### src/rtl/core/speq_ram.sv
module speq_ram #(
  parameter int WIDTH = 8,
  parameter int DEPTH = 16
) (
  input  logic                     clk,
  input  logic                     we,
  input  logic [$clog2(DEPTH)-1:0] waddr,
  input  logic [WIDTH-1:0]         wdata,
  input  logic [$clog2(DEPTH)-1:0] raddr,
  output logic [WIDTH-1:0]         rdata
);

  logic [WIDTH-1:0] mem [DEPTH];

  always_ff @(posedge clk) begin
    if (we) begin
      mem[waddr] <= wdata;
    end
    rdata <= mem[raddr];
  end

endmodule

### config.mk
export PLATFORM = sky130hd
export DESIGN_NAME = speq_ram
export DESIGN_NICKNAME = d
export VERILOG_FILES = /design/src/rtl/core/speq_ram.sv
export SDC_FILE = /design/constraint.sdc
export NUM_CORES = 1
export LEC_CHECK = 0
export BUFFER_PORTS_ARGS = -buffer_cell sky130_fd_sc_hd__buf_4
export CORE_MARGIN = 2
export CORE_UTILIZATION = 40
export DETAILED_ROUTE_END_ITERATION = 12
export MAX_ROUTING_LAYER = met4
export SETUP_SLACK_MARGIN = 0.15
export SLEW_MARGIN = 0
export SYNTH_ARGS = -nofsm -noshare
export SYNTH_HDL_FRONTEND = slang
export SYNTH_SLANG_ARGS = --single-unit
### constraint.sdc
create_clock -name clk -period 2 [get_ports clk]
set_clock_uncertainty 0.1 [all_clocks]
set_input_delay 0.4 -clock clk [delete_from_list [all_inputs] [get_ports clk]]
set_output_delay 0.4 -clock clk [all_outputs]
set_load 0.1 [all_outputs]
==> metrics.cfg, run 1 <==
[sta]
setup_viol=0
slew_headroom_pct=72.6
min_period_ps=1560
clock.fmax_ghz=0.640
worst-slew-pin-transition_ps=411
finalCritPeriodShare_pct=78.1
finalHoldViolCount=0
rsz0062_at_grt=no
whs_ps=196
timing.final.max_slew_violations=0
finalSetupTns_ps=0

[place]
gp_congestion=0.732
port_buffers=25
hpwlAfterDp_um=6480
place_inst=441

[hold_path]
hp-start=wdata[6]
hp-class=input pin to flop

[yosys]
synthArstFlopShare_pct=0
synth_edf_count=128
ys_seq_area_share_pct=77.8
avgSynthCellArea_um2=22.5
synth_fp_nets=247
syn_area_mm2=0.00515
synth_flop_cell=edfxtp_1
yosysUniqueCellTypes=19
yosys_warnings=0
syn_inst=229
synth_seq_cells=136

[clock_tree]
cts-htree-levels=4
cts_tree=built
clock_latency_ps=410
cts-root-buf=clkbuf_16
hold_buffers=0
clockBufferDepth=2
cts.sinks=136
numCtsBuffers=17
cts_setup_buffers=0
clk_pin_slew_ps=60
cts_resized=0

[detailed_routing]
routed_wl_um=9860
postRouteAntennaNets=0
drt-initial-drc-count=185
vias=2417
firstDrtPassIters=4
routed.top_layer=met4
wl_met1_um=4470
vias_per_cell=5.11
dr_wl_met3_um=355
wl_met2_um=4890
wl_per_cell_um=20.8
route.detailed.drc=0

[layout]
finalNonFillerCells=473
n_fill_cell=1022
nets=306
area_growth_pct=22.5
n_antenna_cell=0
fin_util_pct=50.2
drive_gt1_share_pct=33.9

[critical_path]
critPathTopFamily=flip-flops
worst-path-buf-inv=1
r2r-start=mem[6][2]
cp_cell_sequence=buf_4
cp-end-kind=output pin
critPathKind=flop to output pin
critPathLaunchType=flop
required_ps=1500
slowest_delay_ps=350
critPathMaxFanout=1
critPathArrivalTime_ps=1060
critPathSlowestCell=dfxtp_1
crit_path_start=rdata[7]

[run]
cap_violations=0

[die]
start_util_pct=41.0
ios=26
dieArea_mm2=0.0138
die-width_um=117
die_h_um=117
core_mm2=0.0126
rows=41

[power]
seqPwrFrac_pct=46.9
power_frac_clock_pct=46.3
power.leakage_nw=2.15
p_comb_share_pct=6.8
p_sw_w=0.00149
power_switching_share_pct=21.8
vdd.ir_drop.worst_uv=594
powerDensity_mw_per_mm2=1080
intPower_w=0.00534

[grt]
grt_pass1_vias=2591
grt-ovfl-total=0
antenna_found_initial=0
track_usage_pct=16.1
grt_start_max_net_pins=18
grt_pass1_wl_um=15500

[status]
outcome=finished, final reports clean

-- power groups by stage --
stage / combinational, W / clock, W / sequential (W)
floorplan: 0.000162 / 0 / 0.00340
global placement: 0.000464 / 0 / 0.00326
detailed placement: 0.000470 / 0 / 0.00327
CTS: 0.000471 / 0.00321 / 0.00321
global route: 0.000496 / 0.00335 / 0.00321
finish: 0.000462 / 0.00317 / 0.00321
-- cells by family after synthesis --
| kind of cell | after synthesis | share of synthesized area (%) |
|---|---|---|
| muxes | 32 | 15.0 |
| buffers and inverters | 10 | 1.68 |
| and+or+nand+nor | 35 | 3.18 |
| AOI/OAI and AO/OA | 16 | 2.33 |
| DFF | 136 | 77.8 |
-- state kept, by name (all words and copies together) (netlist names) --
| signal | cells |
|---|---|
| mem | 128 |
| rdata | 8 |
-- metal layers --
metal	up-vias	GRT usage, %
met5	-	-
met4	0	6.10
met3	14	3.84
met2	56	24.7
met1	1258	21.2
li1	1089	-
-- metrics by stage --
| stage | worst slack (ps) | instance area, um^2 | total power (W) |
|---|---|---|---|
| detailed placement | 116 | 5690 | 0.00374 |
| floorplan | 234 | 5150 | 0.00356 |
| global placement | 107 | 5690 | 0.00373 |
| finish | 439 | 6300 | 0.00684 |
| CTS | 417 | 6300 | 0.00689 |
| global route | 395 | 6300 | 0.00705 |
-- path summary, 6_finish.rpt --
check | endpoint | slack [ps] | cells past startpoint
setup / recovery | rdata[7] | 440 | 1
hold / removal | mem[6][6] | 200 | 1
setup reg to reg | rdata[2] | 560 | 3
hold reg to reg | rdata[3] | 570 | 3
-- Yosys cell counts, types with 2 or more instances --
| master | n | area [um^2] |
|---|---|---|
| buf_6 | 3 | 33.8 |
| buf_2 | 3 | 15.0 |
| nor2_1 | 13 | 48.8 |
| nand2_1 | 9 | 33.8 |
| dfxtp_1 | 8 | 160 |
| clkdlybuf4s25_2 | 3 | 30.0 |
| mux4_1 | 14 | 368 |
| nand3b_1 | 2 | 15.0 |
| mux4_2 | 18 | 405 |
| edfxtp_1 | 128 | 3840 |
| nor3_1 | 4 | 20.0 |
| nand2b_1 | 2 | 12.5 |
| a22oi_1 | 16 | 120 |
-- final cells by class --
cell class	instances	area (um^2)	share of cell area, %
repair buffers	50	413	6.55
clock inverters	14	171	2.72
well taps	172	215	3.41
flip-flops and latches	136	4000	63.5
multi-input cells	83	1060	16.8
clock buffers	18	439	6.97
-- layout by cell type (no fill, tap or decap) --
cell type / synthesis / routed
dfxtp_1: 8 / 8
or3b_2: 1 / 1
nor2b_1: 1 / 1
nand2b_1: 2 / 2
inv_6: 0 / 2
and2b_1: 1 / 1
clkbuf_16: 0 / 17
bufinv_16: 0 / 3
buf_12: 0 / 3
and2_1: 1 / 1
nand3b_1: 2 / 2
clkbuf_8: 0 / 1
nor3_2: 0 / 1
mux4_2: 18 / 18
a22oi_1: 16 / 16
clkinvlp_4: 0 / 3
nor2_1: 13 / 13
nand2_1: 9 / 9
buf_4: 1 / 47
edfxtp_1: 128 / 128
clkinv_4: 0 / 3
nor3_1: 4 / 3
mux4_1: 14 / 14
clkinv_2: 0 / 3
nand3_1: 1 / 1
No activity file was read; power rests on OpenSTA's default activity.
==> run 2: changes to the inputs <==
- clock period: 2 -> 1.5 ns (I/O delays scaled with it)
==> metrics.cfg, run 2 (same netlist as run 1, synthesis figures left out) <==
[power]
p_comb_share_pct=8.0
power_switching_share_pct=20.9
seqPwrFrac_pct=46.3
power_frac_clock_pct=45.6
vdd.ir_drop.worst_uv=1080
powerDensity_mw_per_mm2=1390
intPower_w=0.00733
power.leakage_nw=2.23
p_sw_w=0.00194

[die]
die-width_um=117
die_h_um=117
core_mm2=0.0126
start_util_pct=41.0
ios=26
dieArea_mm2=0.0138
rows=41

[critical_path]
critPathMaxFanout=1
critPathLaunchType=flop
cp-end-kind=flop
slowest_delay_ps=490
critPathKind=flop to flop
critPathSlowestCell=mux4_2
required_ps=1690
critPathArrivalTime_ps=1570
cp_cell_sequence=mux4_2 > a22oi_2 > nand2_1

[place]
pre_cts_ws_ps=-351
hpwlAfterDp_um=6630
port_buffers=25
place_inst=450
gp_congestion=0.731
postPlaceCellArea_mm2=0.00592

[layout]
nets=315
area_growth_pct=29.6
reg_top3=mem: 128 flops, rdata: 8 flops
finalNonFillerCells=482
fin_util_pct=53.1
fin_area_mm2=0.00667
multiInputGateArea_mm2=0.00110
n_antenna_cell=0
n_fill_cell=983
drive_gt1_share_pct=47.7
largest_reg_flops=128
top_register=mem
final_common_cell=edfxtp_1
final_cell_mix=edfxtp_1 (128), buf_4 (36), mux4_2 (32), buf_12 (23), clkbuf_16 (17)
seq_area_mm2=0.00401

[sta]
clock.fmax_ghz=0.727
worst-slew-pin-transition_ps=905
min_period_ps=1380
fin_ws_ps=124
finalHoldViolCount=0
finalCritPeriodShare_pct=91.7
whs_ps=88.2
rsz0062_at_grt=yes
setup_viol=0
timing.final.max_slew_violations=0
slew_headroom_pct=39.4

[clock_tree]
hold_buffers=0
numCtsBuffers=17
cts.sinks=136
cts-htree-levels=4
cts_tree=built
clk_pin_slew_ps=60
clock_latency_ps=410
cts_setup_buffers=0
cts-root-buf=clkbuf_16
clockBufferDepth=2

[grt]
track_usage_pct=16.0
grt_pass1_vias=2612
grt_pass1_wl_um=15300
antenna_found_initial=0
grt_start_max_net_pins=17
grt-ovfl-total=0

[detailed_routing]
route.detailed.drc=0
vias_per_cell=5.03
wl_met2_um=4820
wl_per_cell_um=20.1
vias=2426
drt-initial-drc-count=197
postRouteAntennaNets=0
firstDrtPassIters=5
wl_met1_um=4250
dr_wl_met3_um=415
routed_wl_um=9680
routed.top_layer=met4

[hold_path]
hp-class=input pin to flop

[run]
cap_violations=0

[status]
outcome=finished, final reports clean

==> run 2: worst paths after layout <==
kind | from | end | slack [ps] | cells after the start
setup / recovery | mem[3][0] | rdata[0] | 120 | 3
hold / removal | wdata[2] | mem[15][2] | 90 | 1
setup reg to reg | mem[3][0] | rdata[0] | 120 | 3
hold reg to reg | mem[4][2] | rdata[2] | 570 | 3
==> run 2: repair_timing <==
item                       CTS  global route
setup endpoints to repair   13            14
gates resized for setup     36             3
pin swaps                    2             2
==> run 2: cell type report <==
| class | count | share of cell area (%) |
|---|---|---|
| clock buffers | 18 | 6.44 |
| clock inverters | 14 | 2.72 |
| multi-input cells | 83 | 16.5 |
| flip-flops and latches | 136 | 60.2 |
| well taps | 172 | 3.23 |
| repair buffers | 59 | 11.0 |
==> run 2: through the flow <==
stage / TNS [ps] / total power, W
5_1_grt: 0 / 0.00953
6_report: 0 / 0.00927
4_1_cts: 0 / 0.00934
2_1_floorplan: -24.1 / 0.00477
3_5_place_dp: -7460 / 0.00504
3_3_place_gp: -6840 / 0.00502
==> run 2: power by group through the flow <==
stage               registers, W  logic (W)  clock network (W)
floorplan                0.00453   0.000243                  0
finish                   0.00430   0.000744            0.00423
global route             0.00430   0.000786            0.00444
detailed placement       0.00436   0.000680                  0
global placement         0.00435   0.000672                  0
CTS                      0.00430   0.000749            0.00429
==> run 2: layer usage <==
| layer | vias up | global-route usage [%] |
|---|---|---|
| li1 | 1101 | - |
| met1 | 1253 | 20.0 |
| met2 | 60 | 24.6 |
| met3 | 12 | 4.52 |
| met4 | 0 | 6.78 |
| met5 | - | - |
==> run 2: worst max-delay path: cells and delay by family, from the launching register on <==
family,cells,cell delay [ps]
and+or+nand+nor,1,70
DFF,1,370
muxes,1,490
AOI/OAI and AO/OA,1,230
==> run 3: changes to the inputs <==
- BUFFER_PORTS_ARGS: -buffer_cell sky130_fd_sc_hd__buf_4 -> -buffer_cell sky130_fd_sc_hd__buf_2
- CAP_MARGIN: not set -> 15
==> metrics.cfg, run 3 (same netlist as run 1, synthesis figures left out) <==
[critical_path]
required_ps=1680
critPathKind=flop to flop
critPathArrivalTime_ps=1610
r2r_cells=3
cp-end-kind=flop
critPathMaxFanout=1
critPathLaunchType=flop

[die]
dieArea_mm2=0.0138
core_mm2=0.0126
ios=26
rows=41
die_h_um=117
die-width_um=117
start_util_pct=41.0

[place]
place_inst=448
gp_congestion=0.696
postPlaceCellArea_mm2=0.00590
port_buffers=25
hpwlAfterDp_um=6470

[clock_tree]
cts_tree=built
clk_pin_slew_ps=60
cts.sinks=136
cts-htree-levels=4
clock_latency_ps=410
cts_setup_buffers=0
hold_buffers=0
clockBufferDepth=2
cts-root-buf=clkbuf_16
numCtsBuffers=17

[grt]
grt-ovfl-total=0
grt_pass1_wl_um=15700
grt_start_max_net_pins=20
grt_pass1_vias=2639
track_usage_pct=16.4
antenna_found_initial=0

[sta]
timing.final.max_slew_violations=0
finalHoldViolCount=0
setup_viol=0
slew_headroom_pct=38.3
clock.fmax_ghz=0.703
finalSetupTns_ps=0
min_period_ps=1420
worst-slew-pin-transition_ps=923
rsz0062_at_grt=yes
whs_ps=182
finalCritPeriodShare_pct=94.8

[layout]
nets=313
top_register=mem
final_cell_mix=edfxtp_1 (128), mux4_2 (32), buf_12 (24), clkbuf_16 (17), buf_2 (17)
area_growth_pct=28.0
finalNonFillerCells=480
reg_top3=mem: 128 flops, rdata: 8 flops
largest_reg_flops=128
final_common_cell=edfxtp_1
drive_gt1_share_pct=48.1
n_antenna_cell=0
fin_area_mm2=0.00659

[power]
total_power_w=0.00896
p_sw_w=0.00194
intPower_w=0.00702
power_frac_clock_pct=43.9
p_comb_share_pct=8.1
seqPwrFrac_pct=47.9
vdd.ir_drop.worst_uv=818
power.leakage_nw=2.19
power_switching_share_pct=21.6
powerDensity_mw_per_mm2=1360

[detailed_routing]
vias_per_cell=5.07
routed_wl_um=9830
route.detailed.drc=0
wl_per_cell_um=20.5
routed.top_layer=met4
wl_met2_um=4920
firstDrtPassIters=4
vias=2433
drt-initial-drc-count=171
postRouteAntennaNets=0
wl_met1_um=4220
dr_wl_met3_um=489

[hold_path]
hp-class=input pin to flop
hold_depth=1

[status]
outcome=finished, final reports clean

[run]
cap_violations=0

==> run 3: changes by cell type in the layout (fill, tap and decap cells not counted), moves of 3 or more <==
cell	before	now
buf_2	0	17
buf_4	36	16
dfxtp_2	8	5
clkinv_2	4	8
==> run 3: critical path: stages, from the launching register on <==
cell and delay (ps):
edfxtp_1 370, mux4_2 500, a22oi_2 240, nand2_1 90
==> run 3: repair_timing <==
item,4_1_cts,5_1_grt
gates resized for setup,31,5
pin swaps,1,2
endpoints found under the setup margin,15,15
==> run 3: layout make-up <==
class,instances,area [um^2]
Tap cell,172,215
Fill cell,986,5980
Sequential cell,136,4020
Clock buffer,18,439
Timing Repair Buffer,57,686
Clock inverter,14,133
Multi-Input combinational cell,83,1100
==> run 3: power groups by stage <==
| stage | Sequential [W] | Combinational, W | Clock, W |
|---|---|---|---|
| finish | 0.00430 | 0.000729 | 0.00394 |
| CTS | 0.00430 | 0.000734 | 0.00401 |
| detailed placement | 0.00436 | 0.000679 | 0 |
| global placement | 0.00436 | 0.000672 | 0 |
| global route | 0.00430 | 0.000772 | 0.00421 |
| floorplan | 0.00453 | 0.000243 | 0 |
==> run 3: worst paths after layout <==
check	start	to	slack (ps)
worst max-delay path	mem[7][0]	rdata[0]	80
worst min register to register	mem[14][5]	rdata[5]	570
worst max register to register	mem[7][0]	rdata[0]	80
worst min-delay path	wdata[2]	mem[11][2]	180
==> run 3: through the flow <==
step | worst slack (ps) | utilization (%)
2_1_floorplan | -3.01 | -
4_1_cts | 54.9 | 52.3
5_1_grt | 38.1 | 52.4
3_3_place_gp | -400 | 47.0
6_report | 77.5 | 52.4
3_5_place_dp | -401 | 47.0
==> run 3: per-layer routing <==
| metal | global-route usage, % | up-vias |
|---|---|---|
| li1 | - | 1098 |
| met1 | 20.5 | 1253 |
| met2 | 25.5 | 66 |
| met3 | 4.86 | 16 |
| met4 | 6.33 | 0 |
| met5 | - | - |
