===== src/rtl/core/speq_pkg.sv =====
package speq_pkg;

  localparam int SAMPLE_W = 24;
  localparam int COEF_W   = 28;
  localparam int SIG_W    = 40;
  localparam int DIG_W    = 4;
  localparam int NCOEF    = 6;
  localparam int NZ       = 4;

  typedef logic signed [SAMPLE_W-1:0] sample_t;
  typedef logic signed [COEF_W-1:0]   coef_t;
  typedef logic signed [SIG_W-1:0]    sig_t;

  typedef struct packed {
    logic        command;
    sample_t     left_sample;
    sample_t     right_sample;
    logic [2:0]  band;
    logic        coef_channel;
    logic [2:0]  coef_index;
    coef_t       coef_value;
  } in_beat_t;

  typedef struct packed {
    sample_t left_out;
    sample_t right_out;
  } out_beat_t;

  localparam logic CMD_PROCESS = 1'b0;
  localparam logic CMD_LOAD    = 1'b1;

  typedef enum logic [2:0] {
    CI_B0, CI_B1, CI_B2, CI_A1, CI_A2, CI_GAIN
  } coef_idx_t;

  // Multiplications of one band section, in the order they run.
  typedef enum logic [2:0] {
    OP_B0, OP_A1, OP_A2, OP_B1, OP_B2, OP_GAIN
  } op_t;

  typedef enum logic [2:0] {
    ST_IDLE, ST_RDZ, ST_V, ST_CRD, ST_CWT, ST_MUL, ST_WZ, ST_DONE
  } st_t;

  function automatic coef_idx_t op_coef(input op_t op);
    coef_idx_t c;
    case (op)
      OP_B0:   c = CI_B0;
      OP_A1:   c = CI_A1;
      OP_A2:   c = CI_A2;
      OP_B1:   c = CI_B1;
      OP_B2:   c = CI_B2;
      OP_GAIN: c = CI_GAIN;
      default: c = CI_B0;
    endcase
    return c;
  endfunction

endpackage


===== src/rtl/core/speq_mul.sv =====
module speq_mul #(
  parameter int FRAC = 22
) (
  input  logic            clk,
  input  logic            rst_n,
  input  logic            start,
  input  speq_pkg::sig_t  a,
  input  speq_pkg::coef_t c,
  output logic            done,
  output speq_pkg::sig_t  p
);
  import speq_pkg::*;

  localparam int ACC_W = SIG_W + COEF_W;
  localparam int NDIG  = COEF_W / DIG_W;
  localparam int CNT_W = $clog2(NDIG + 1);
  localparam int EXT_W = (ACC_W > FRAC + SIG_W) ? ACC_W : FRAC + SIG_W;

  logic                    busy_r;
  logic [CNT_W-1:0]        cnt_r;
  sig_t                    a_r;
  coef_t                   c_r;
  logic signed [ACC_W-1:0] acc_r;
  logic                    done_r;
  sig_t                    p_r;

  logic signed [DIG_W:0]       dig;
  logic signed [SIG_W+DIG_W:0] pp;
  logic signed [ACC_W-1:0]     acc_nxt;
  logic signed [EXT_W:0]       rnd;
  logic [EXT_W-FRAC-SIG_W+1:0] hi;
  sig_t                        p_nxt;

  // Coefficient digits go most significant first; only the top one is signed.
  always_comb begin
    if (cnt_r == '0) begin
      dig = {c_r[COEF_W-1], c_r[COEF_W-1 -: DIG_W]};
    end else begin
      dig = {1'b0, c_r[COEF_W-1 -: DIG_W]};
    end
    pp      = a_r * dig;
    acc_nxt = (acc_r <<< DIG_W) + ACC_W'(pp);
  end

  // Round half up, drop the fraction and saturate.
  always_comb begin
    rnd = (EXT_W+1)'(acc_r) + ((EXT_W+1)'(1) <<< (FRAC - 1));
    hi  = rnd[EXT_W : FRAC+SIG_W-1];
    if ((&hi) || !(|hi)) begin
      p_nxt = rnd[FRAC+SIG_W-1 : FRAC];
    end else if (rnd[EXT_W]) begin
      p_nxt = {1'b1, {(SIG_W-1){1'b0}}};
    end else begin
      p_nxt = {1'b0, {(SIG_W-1){1'b1}}};
    end
  end

  always_ff @(posedge clk) begin
    if (!rst_n) begin
      busy_r <= 1'b0;
      cnt_r  <= '0;
      done_r <= 1'b0;
    end else begin
      done_r <= 1'b0;
      if (start) begin
        busy_r <= 1'b1;
        cnt_r  <= '0;
      end else if (busy_r) begin
        if (cnt_r == CNT_W'(NDIG)) begin
          busy_r <= 1'b0;
          done_r <= 1'b1;
        end
        cnt_r <= cnt_r + 1'b1;
      end
    end
  end

  always_ff @(posedge clk) begin
    if (start) begin
      a_r   <= a;
      c_r   <= c;
      acc_r <= '0;
    end else if (busy_r) begin
      if (cnt_r == CNT_W'(NDIG)) begin
        p_r <= p_nxt;
      end else begin
        acc_r <= acc_nxt;
        c_r   <= c_r <<< DIG_W;
      end
    end
  end

  assign done = done_r;
  assign p    = p_r;

endmodule


===== config.mk =====
export PLATFORM = sky130hd
export DESIGN_NAME = speq_mul
export DESIGN_NICKNAME = d
export VERILOG_FILES = /design/src/rtl/core/speq_pkg.sv /design/src/rtl/core/speq_mul.sv
export SDC_FILE = /design/constraint.sdc
export NUM_CORES = 1
export LEC_CHECK = 0
export BUFFER_PORTS_ARGS = -buffer_cell sky130_fd_sc_hd__clkbuf_2
export CAP_MARGIN = 20
export CORE_MARGIN = 10
export CORE_UTILIZATION = 27
export DETAILED_ROUTE_END_ITERATION = 6
export GPL_ROUTABILITY_DRIVEN = 0
export HOLD_SLACK_MARGIN = 0.02
export PLACE_DENSITY = 0.48
export SYNTH_ARGS = -nofsm -noshare
export SYNTH_HDL_FRONTEND = slang
export SYNTH_SLANG_ARGS = --single-unit
export TNS_END_PERCENT = 1

===== constraint.sdc =====
create_clock -name clk -period 11.4 [get_ports clk]
set_clock_uncertainty 0.05 [all_clocks]
set_input_delay 1.71 -clock clk [delete_from_list [all_inputs] [get_ports clk]]
set_output_delay 1.71 -clock clk [all_outputs]
set_load 0.1 [all_outputs]

==> metrics, run 1 <==
total routed wirelength=49.8 mm; worst-case hold path end point=acc_r[19]$_SDFFE_PP0P_; category of the worst setup path capture point=flop; endpoints failing setup=0; leftover overflow at the end of global routing=0; overall fraction of global-route tracks in use=0.131; simple-gate area share of the yosys netlist=0.148; maxcap violations=0; setup repair after global routing missed its margin=false; number of standard-cell rows in the floorplan=95; TritonRoute pass-1 iters=5; post-synthesis compound-gate area fraction=0.112; Clock Sink Count=181; hold path depth=2; cell mode on critical path=fa_1; Core Area=0.0676 mm2; wire length of the first global-routing pass=81.1 mm; number of H-tree branching levels=4; clock network latency to the later pin of the worst-skew pair=0.51 ns; diode count=0; pin slew with the least headroom to its limit=1.05 ns; cell count after placement=2817; fraction of registers with async set/reset=0; total negative slack for setup checks=0 ns; Worst Path Max Fanout=41; detailed placer's ending HPWL=38.8 mm; multiplexer area fraction after synthesis=0.0167; endpoint of the worst-slack reg-to-reg timing path=acc_r[62]$_SDFFE_PP0P_; number of nets in the layout=2406; Seq cells post-synth=181; type of the worst setup path=reg2reg; Max stage delay on crit path=0.54 ns; total die area=0.0795 mm2; Crit-path slowest cell=fa_1; Hold-fix buffers, CTS=0; result of the run=complete, no violations; total non-filler cell area in the finished layout=0.0206 mm2; relative slew slack=0.297; clock tree from TritonCTS=done; EDFF count, synth=108; PortBufs=111; kind of start point of the critical path=flop; Die Y=282 um; relative area change from synthesis to final layout=11.2%; endpoint arrival time on the critical path=7.09 ns; total standard cell area after synthesis=0.0185 mm2; arithmetic-cell share of the synthesized area counting full adders, half adders and majority gates=0.344; final period utilization=0.595; TritonCTS buffer count=17; number of global-route vias before repair=14493; Synthesized Nets=2335; worst-path cell chain=buf_4 -> nand3b_1 -> buf_4 -> or2_2 -> fa_1 -> inv_1 -> fa_1 -> fa_1 -> inv_1 -> fa_1 -> inv_1 -> ha_1 -> inv_1 -> fa_1 -> nor2b_1 -> o31a_1 -> o311ai_2 -> a311oi_2 -> o31ai_1 -> a21oi_1 -> a31oi_1 -> o21ai_0 -> xnor2_1 -> o22ai_1; Yosys warning total=0; antenna violations before repair=6; number of primary I/O pins=112; share of final-layout standard cells stronger than drive strength 1=0.109; kind of cell with the highest combined delay on the critical path=adder cells; post-route ant nets=0; number of DRC markers after the initial detailed-route iteration=582; # fillers=7044; Die Span X=282 um; cells after synthesis=1893; routed via count=13382; hold path startpoint=acc_r[19]$_SDFFE_PP0P_; initial core utilization=0.274; post-route worst hold slack=0.442 ns; most common flop cell mapped by yosys=edfxtp_1; reg-to-reg slack, setup=4.61 ns; register area=0.00470 mm2; cts repair resizes=0; count of pins over their slew limit=0; launching point of the worst reg2reg path=c_r[27]$_DFFE_PP_; DR DRC count=0; count of different cell masters after synthesis=81; Reg clk slew, reported paths=0.07 ns; largest net degree at the start of global routing=67; final std cells w/o fill=2850; Max Root-Sink Buffers=2; number of buffers added for setup after CTS=0; worst path buffer plus inverter count=6; class of the tightest hold or removal check=reg2reg; root buf cell=clkbuf_16; fin crit period=6.79 ns; Seq/Total Area, Yosys=0.254; reg2reg path depth=24; main combinational cell family by area after synthesis=adder cells; final hold violation count=0; critical path data required time=11.70 ns; via-per-instance ratio=4.70; Avg Synthesized Cell Area=9.79 um2; fraction of synthesized cell area in xor and xnor cells=0.0501; highest clock frequency the design can meet=147 MHz; placed instance area=0.0200 mm2; DR WL/cell=17.5 um; area of the multi-input gates=0.0125 mm2
-- registers in the layout, summed over array words and instances (netlist names) --
signal  count
busy_r      1
a_r        40
acc_r      68
c_r        28
done        1
cnt_r       3
p          40
-- kinds of logic (layout without fill, tap and decap cells) --
| family | after synthesis | count (layout) |
|---|---|---|
| fa+ha+maj | 371 | 371 |
| buf+inv | 355 | 439 |
| simple gates | 522 | 522 |
| flops | 181 | 181 |
| compound gates | 330 | 330 |
| xor+xnor | 106 | 106 |
| mux | 28 | 28 |
-- cells in the final DEF, fill, tap and decap left out, drive strengths merged, types with 5 or more instances in the layout --
cell type / count
xor2: 51
fa: 231
or3: 6
o22ai: 5
nand2b: 10
nor3: 7
nand4: 28
a21o: 35
buf: 18
a31oi: 7
xnor2: 55
nand3: 34
nand2: 131
and4: 9
a211oi: 6
ha: 140
o21a: 8
a21oi: 131
o21bai: 20
and2: 161
mux2: 24
dfxtp: 73
a22o: 9
a211o: 5
nor2b: 7
inv: 288
clkbuf: 127
edfxtp: 108
and3: 8
o31ai: 5
nor2: 99
o21ai: 71
-- through the flow --
stage,utilization,worst slack [ns]
6_report,0.305,4.61
5_1_grt,0.305,4.18
4_1_cts,0.304,4.58
3_5_place_dp,0.296,4.60
3_3_place_gp,0.296,4.71
2_1_floorplan,-,5.50
-- cells in the mapped netlist, types with 10 or more instances --
| master | n | area, um2 |
|---|---|---|
| a21o_1 | 35 | 263 |
| a21oi_1 | 131 | 656 |
| and2_1 | 161 | 1010 |
| buf_2 | 11 | 55.1 |
| clkbuf_1 | 55 | 206 |
| dfxtp_1 | 73 | 1460 |
| edfxtp_1 | 108 | 3240 |
| fa_1 | 231 | 4620 |
| ha_1 | 140 | 1750 |
| inv_1 | 279 | 1050 |
| mux2_2 | 24 | 270 |
| nand2_1 | 131 | 492 |
| nand2b_1 | 10 | 62.6 |
| nand3_1 | 33 | 165 |
| nand4_1 | 27 | 169 |
| nor2_1 | 98 | 368 |
| o21ai_0 | 60 | 300 |
| o21bai_1 | 20 | 150 |
| xnor2_1 | 55 | 482 |
| xor2_1 | 51 | 447 |
-- worst max path at each step --
stage,start,end,slack (ns),cells after the start
CTS,c_r[27]$_DFFE_PP_,acc_r[60]$_SDFFE_PP0P_,4.58,24
floorplan,cnt_r[0]$_SDFFE_PP0P_,acc_r[67]$_SDFFE_PP0P_,5.50,22
global route,c_r[27]$_DFFE_PP_,acc_r[62]$_SDFFE_PP0P_,4.18,24
finish,c_r[27]$_DFFE_PP_,acc_r[62]$_SDFFE_PP0P_,4.61,24
global placement,c_r[27]$_DFFE_PP_,acc_r[60]$_SDFFE_PP0P_,4.71,24
detailed placement,c_r[27]$_DFFE_PP_,acc_r[60]$_SDFFE_PP0P_,4.60,24
-- layer usage --
metal  global-route usage  share of wire
met5                    0         0.0016
met4               0.0336          0.015
met3               0.0316          0.041
met2                0.227           0.50
met1                0.161           0.44
-- worst register-to-register path, stage by stage (launching register included) --
cell	delay, ns
edfxtp_1	0.32
buf_4	0.39
nand3b_1	0.13
buf_4	0.32
or2_2	0.37
fa_1	0.54
inv_1	0.05
fa_1	0.50
fa_1	0.54
inv_1	0.05
fa_1	0.50
inv_1	0.04
ha_1	0.20
inv_1	0.07
fa_1	0.21
nor2b_1	0.07
o31a_1	0.29
o311ai_2	0.35
a311oi_2	0.24
o31ai_1	0.51
a21oi_1	0.21
a31oi_1	0.29
o21ai_0	0.14
xnor2_1	0.16
o22ai_1	0.08
-- area by class of cell --
class	instances	area share
tap	873	0.0530
sequential	181	0.228
multi-input combinational	1357	0.605
clock buffer	17	0.0206
clock inverter	15	0.00777
timing repair buffer	128	0.0342
inverter	279	0.0508
Power of run 1 is left out: the tool's default activity adds up to more than one toggle a clock period on the data nets, which glitch-free logic cannot reach.
==> inputs of run 2 (changes only) <==
- PLACE_DENSITY: 0.48 -> 0.49
- clock period: 11.4 -> 6.02 ns (I/O delays scaled with it)
==> run 2 against run 1 <==
Compared with the run above:
- sequential share of layout area decreased by 0.87 points
- cell count up 2.6%
- non-clock buffer count is 75 higher
- first-iteration DRC count increased by 20%
- routed wire length rose by 2.5%
- maximum frequency up 17%
- critical path depth decreased by 1
- critical path type unchanged
- critical endpoint is now acc_r[63]$_SDFFE_PP0P_
- largest cell class unchanged
==> metrics, run 2 (synthesized netlist as in run 1, its figures left out) <==
fin crit period=5.80 ns (-0.983 ns); largest net degree at the start of global routing=59 (-12%); Core Area=0.0676 mm2 (unchanged); pin slew with the least headroom to its limit=0.939 ns (-0.115 ns); cell count after placement=2884 (+2.4%); Die Span X=282 um (unchanged); relative area change from synthesis to final layout=15.7%; pre-CTS worst setup slack=-0.104 ns (-4.70 ns); endpoint arrival time on the critical path=6.10 ns (-0.99 ns); reg2reg path depth=23 (-4.2%); result of the run=complete, no violations; final hold violation count=0 (unchanged); Clock Sink Count=181 (unchanged); number of H-tree branching levels=4 (unchanged); crit path setup slack, layout=0.217 ns (-4.40 ns); met1 layer usage reported by global route=0.164 (+0.00266); highest clock frequency the design can meet=172 MHz (+17%); root buf cell=clkbuf_16; category of the worst setup path capture point=flop; final period utilization=0.964 (+0.369); number of DRC markers after the initial detailed-route iteration=700 (+20%); count of pins over their slew limit=0 (unchanged); reg-to-reg slack, setup=0.22 ns (-4.40 ns); endpoints failing setup=0 (unchanged); PortBufs=111 (unchanged); end point of the critical path=acc_r[63]$_SDFFE_PP0P_; clock tree from TritonCTS=done; clock network latency to the later pin of the worst-skew pair=0.51 ns (about the same); final std cells w/o fill=2925 (+2.6%); Max Root-Sink Buffers=2 (unchanged); most common library cell in the layout ignoring fill and taps=inv_1; TritonCTS buffer count=17 (unchanged); kind of start point of the critical path=flop; via-per-instance ratio=4.63 (-1.3%); core utilization of the finished layout=0.317 (+0.0122); overall fraction of global-route tracks in use=0.133 (+0.00138); met3 usage in global routing=0.0262 (-0.00537); wire length of the first global-routing pass=81.9 mm (+1.0%); antenna violations before repair=3 (-3); Crit-path slowest cell=fa_1; number of standard-cell rows in the floorplan=95 (unchanged); max reg flops=68 (unchanged); number of primary I/O pins=112 (unchanged); share of final-layout standard cells stronger than drive strength 1=0.152 (+0.0428); DR DRC count=0 (unchanged); most used cells in the layout excluding fill and tap cells=276 x inv_1, 230 x fa_1, 160 x and2_1; detailed placer's ending HPWL=40.4 mm (+4.2%); launching point of the worst reg2reg path=cnt_r[1]$_SDFFE_PP0P_; maxcap violations=0 (unchanged); Worst Path Max Fanout=12 (-71%); class of the tightest hold or removal check=reg2reg; most flop-heavy register=acc_r; worst-path cell chain=inv_2 -> ha_4 -> nand3b_1 -> buf_12 -> clkbuf_16 -> or2_2 -> fa_1 -> fa_1 -> inv_1 -> fa_1 -> ha_1 -> ha_4 -> nand4_1 -> or3_4 -> o22ai_2 -> a211o_1 -> a22o_1 -> a211oi_1 -> buf_4 -> o31a_1 -> o31ai_2 -> xnor2_1 -> o22ai_1; endpoint of the worst-slack reg-to-reg timing path=acc_r[63]$_SDFFE_PP0P_; setup repair after global routing missed its margin=true; relative slew slack=0.374 (+0.0768); routed via count=13556 (+1.3%); type of the worst setup path=reg2reg; DR WL/cell=17.5 um (-0.13%); number of nets in the layout=2481 (+3.1%); leftover overflow at the end of global routing=0 (unchanged); critical path data required time=6.32 ns (-5.38 ns); total routed wirelength=51.1 mm (+2.5%); Reg clk slew, reported paths=0.08 ns (about the same); TritonRoute pass-1 iters=5 (unchanged); GR peak layer=met2; Max stage delay on crit path=0.55 ns (about the same); post-route ant nets=0 (unchanged); number of global-route vias before repair=14756 (+1.8%); cell mode on critical path=fa_1; total die area=0.0795 mm2 (unchanged); Hold-fix buffers, CTS=0 (unchanged); initial core utilization=0.274 (unchanged); diode count=0 (unchanged); met2 global-route usage=0.229 (+0.00224); Die Y=282 um (unchanged); Setup crit start=cnt_r[1]$_SDFFE_PP0P_
==> run 2: changes by cell type in the layout (fill, tap and decap cells not counted), moves of 3 or more <==
cell     before  now
o21ai_0      60   57
buf_12        0    8
inv_1       279  276
ha_1        140  135
inv_2         0    3
buf_4        17   82
ha_4          0    3
==> run 2: layout make-up <==
cell class / instances / area, um2
Tap cell: 873 / 1090
Sequential cell: 181 / 4710
Fill cell: 6990 / 46200
Clock buffer: 17 / 425
Timing Repair Buffer: 203 / 1390
Multi-Input combinational cell: 1357 / 12600
Inverter: 279 / 1050
Clock inverter: 15 / 158
==> run 2: what timing repair did <==
action | in CTS | in global routing
setup endpoints to repair | 4 | 27
buffers inserted | 0 | 6
pin swaps | 0 | 23
gates resized for setup | 2 | 34
gates cloned | 0 | 1
==> run 2: worst min-delay path by stage <==
stage / start / to / slack [ns] / depth (start not counted)
2_1_floorplan: acc_r[18]$_SDFFE_PP0P_ / acc_r[18]$_SDFFE_PP0P_ / 0.41 / 2
3_3_place_gp: acc_r[16]$_SDFFE_PP0P_ / acc_r[16]$_SDFFE_PP0P_ / 0.44 / 2
3_5_place_dp: acc_r[16]$_SDFFE_PP0P_ / acc_r[16]$_SDFFE_PP0P_ / 0.44 / 2
4_1_cts: acc_r[16]$_SDFFE_PP0P_ / acc_r[16]$_SDFFE_PP0P_ / 0.45 / 2
5_1_grt: acc_r[14]$_SDFFE_PP0P_ / acc_r[14]$_SDFFE_PP0P_ / 0.47 / 2
6_report: acc_r[16]$_SDFFE_PP0P_ / acc_r[16]$_SDFFE_PP0P_ / 0.45 / 2
==> run 2: metrics by stage <==
| step | cell area (um2) | TNS (ns) | hold WS, ns |
|---|---|---|---|
| after floorplan | 18500 | 0 | 0.414 |
| after global placement | 20600 | -0.0396 | 0.438 |
| after detailed placement | 20600 | -0.204 | 0.442 |
| after CTS | 21100 | 0 | 0.453 |
| after global routing | 21400 | -0.349 | 0.472 |
| final | 21400 | 0 | 0.449 |
==> run 2: critical path, delay by kind of cell (launching register included) <==
kind / cells / cell delay [ns]
fa+ha+maj: 6 / 2.32
compound gates: 7 / 1.14
simple gates: 4 / 1.00
buf+inv: 5 / 0.67
flops: 1 / 0.33
xor+xnor: 1 / 0.15
==> run 2: metal layers <==
layer | wire length (um) | up-vias
li1 | - | 6520
met1 | 22600 | 6789
met2 | 25600 | 182
met3 | 1740 | 59
met4 | 1100 | 6
met5 | 47 | -
Power of run 2 is left out for the same reason.
==> inputs of run 3 (changes only) <==
- ABC_AREA: not set -> 1
==> run 3 against run 2 <==
Compared with the run above:
- synthesized cell count up 62%
- hold slack worse by 0.029 ns
- maximum frequency increased by 7.4%
- routed wire length grew 31%
- highest routed layer is now met4
- flip-flop and latch count stayed put
- sequential share of layout area is 2.4 points lower
- non-clock buffer count shrank 61
- core utilization is 1.3 points lower
- setup slack improved by 0.40 ns
- critical path depth grew 2
==> metrics, run 3 <==
share of final-layout standard cells stronger than drive strength 1=0.0648 (-0.0872); Clock Sink Count=181 (unchanged); number of global-route vias before repair=18629 (+26%); total routed wirelength=66.9 mm (+31%); Area contributors post-synth=fa_1 22%, nand2_1 18%, edfxtp_1 15%, inv_1 14%, ha_1 8.2%; count of pins over their slew limit=0 (unchanged); count of different cell masters after synthesis=35 (-57%); total negative slack for setup checks=0 ns (unchanged); number of DRC markers after the initial detailed-route iteration=1127 (+61%); cell mode on critical path=nand2_1; highest clock frequency the design can meet=185 MHz (+7.4%); class of the tightest hold or removal check=reg2reg; Die Y=302 um (+7.1%); Avg Synthesized Cell Area=7.00 um2 (-29%); final period utilization=0.898 (-0.0663); DR WL/cell=15.8 um (-9.7%); Crit-path slowest cell=fa_1; clock network latency to the later pin of the worst-skew pair=0.54 ns (+0.03 ns); max reg flops=68 (unchanged); TritonRoute pass-1 iters=5 (unchanged); fraction of registers with async set/reset=0 (unchanged); register area=0.00470 mm2 (about the same); Max Root-Sink Buffers=2 (unchanged); Seq cells post-synth=181 (unchanged); post-route ant nets=0 (unchanged); PortBufs=111 (unchanged); cells after synthesis=3071 (+62%); worst path buffer plus inverter count=6 (+1); Hold-fix buffers, CTS=0 (unchanged); initial core utilization=0.272 (-0.00158); Crit. path cell count=25 (+8.7%); kind of start point of the critical path=flop; result of the run=complete, no violations; number of buffers added for setup after CTS=0 (unchanged); root buf cell=clkbuf_16; Max stage delay on crit path=0.54 ns (about the same); cts repair resizes=0 (-2); Seq/Total Area, Yosys=0.219 (-0.0349); antenna violations before repair=0 (-3); Yosys warning total=0 (unchanged); endpoint arrival time on the critical path=5.78 ns (-0.32 ns); fin crit period=5.40 ns (-0.399 ns); total standard cell area after synthesis=0.0215 mm2 (+16%); overall fraction of global-route tracks in use=0.152 (+0.0194); pin slew with the least headroom to its limit=0.799 ns (-0.139 ns); number of primary I/O pins=112 (unchanged); EDFF count, synth=108 (unchanged); detailed placer's ending HPWL=56.0 mm (+39%); most used cells in the layout excluding fill and tap cells=1026 x nand2_1, 800 x inv_1, 247 x nor2_1; final std cells w/o fill=4242 (+45%); clock tree from TritonCTS=done; kind of cell with the highest combined delay on the critical path=adder cells; diode count=0 (unchanged); Worst Path Max Fanout=8 (-4); DR DRC count=0 (unchanged); most common flop cell mapped by yosys=edfxtp_1; category of the worst setup path capture point=flop; number of standard-cell rows in the floorplan=103 (+8.4%); # fillers=8801 (+26%); total non-filler cell area in the finished layout=0.0240 mm2 (+12%); final hold violation count=0 (unchanged); most flop-heavy register=acc_r; number of H-tree branching levels=4 (unchanged); number of nets in the layout=3621 (+46%); type of the worst setup path=reg2reg; most frequently used cell type in the post-synthesis netlist=nand2_1; placed instance area=0.0234 mm2 (+14%); cell types with the highest counts after synthesis=1026 x nand2_1, 800 x inv_1, 249 x nor2_1; Synthesized Nets=3513 (+50%); Die Span X=302 um (+7.1%); setup repair after global routing missed its margin=false; endpoints failing setup=0 (unchanged); leftover overflow at the end of global routing=0 (unchanged); relative slew slack=0.467 (+0.0924); largest net degree at the start of global routing=57 (-3.4%); maxcap violations=0 (unchanged); Core Area=0.0789 mm2 (+17%); TritonCTS buffer count=17 (unchanged); routed via count=18172 (+34%); via-per-instance ratio=4.28 (-7.6%); most common library cell in the layout ignoring fill and taps=nand2_1; library cell occupying the most area in the post-synthesis netlist=fa_1; relative area change from synthesis to final layout=11.7%; wire length of the first global-routing pass=107 mm (+30%); area of the multi-input gates=0.0136 mm2 (+7.4%); reg2reg path depth=25 (+8.7%); share of the synthesized area in the top cell type=0.215 (-0.0343); Reg clk slew, reported paths=0.08 ns (about the same); hold path depth=2 (unchanged); total die area=0.0913 mm2 (+15%); critical path data required time=6.39 ns (+0.07 ns); cell count after placement=4210 (+46%)
run 3: final timing paths:
kind / from / to / slack (ns)
worst max-delay path: cnt_r[0]$_SDFFE_PP0P_ / acc_r[53]$_SDFFE_PP0P_ / 0.62
worst min-delay path: busy_r$_SDFF_PN0_ / cnt_r[2]$_SDFFE_PP0P_ / 0.42
worst max register to register: cnt_r[0]$_SDFFE_PP0P_ / acc_r[53]$_SDFFE_PP0P_ / 0.62
worst min register to register: busy_r$_SDFF_PN0_ / cnt_r[2]$_SDFFE_PP0P_ / 0.42
run 3: cells by family (layout without fill, tap and decap cells):
logic type / after synthesis / after routing / share of synthesized area
AOI/OAI and AO/OA: 153 / 153 / 0.0389
xor gates and xnor gates: 68 / 68 / 0.0277
adders and majority gates: 371 / 371 / 0.297
buffers and inverters: 858 / 979 / 0.151
DFF: 181 / 181 / 0.219
and+or+nand+nor: 1440 / 1440 / 0.266
run 3: per-stage QoR:
stage           util  setup WS [ns]  hold slack [ns]
2_1_floorplan      -          0.630            0.387
3_3_place_gp   0.297          0.579            0.404
3_5_place_dp   0.297          0.605            0.415
4_1_cts        0.304          0.577            0.426
5_1_grt        0.304          0.219            0.449
6_report       0.304          0.616            0.420
run 3: layer usage:
| layer | wire length (um) | part of all wire | global-route usage |
|---|---|---|---|
| met5 | 0 | 0 | 0 |
| met4 | 1550 | 0.023 | 0.0485 |
| met3 | 2520 | 0.038 | 0.0216 |
| met2 | 31400 | 0.47 | 0.252 |
| met1 | 31400 | 0.47 | 0.201 |
run 3: final cells by class:
cell class | count | area share
Clock buffer | 23 | 0.0213
Multi-Input combinational cell | 2032 | 0.565
Clock inverter | 9 | 0.00261
Timing Repair Buffer | 142 | 0.0350
Inverter | 805 | 0.126
Tap cell | 1050 | 0.0547
Sequential cell | 181 | 0.196
run 3: worst min-delay path, cell delays in order, from the launching register on:
cell     delay, ns
dfxtp_1       0.31
nand2_1       0.05
a21oi_1       0.06
Power of run 3 is left out for the same reason.
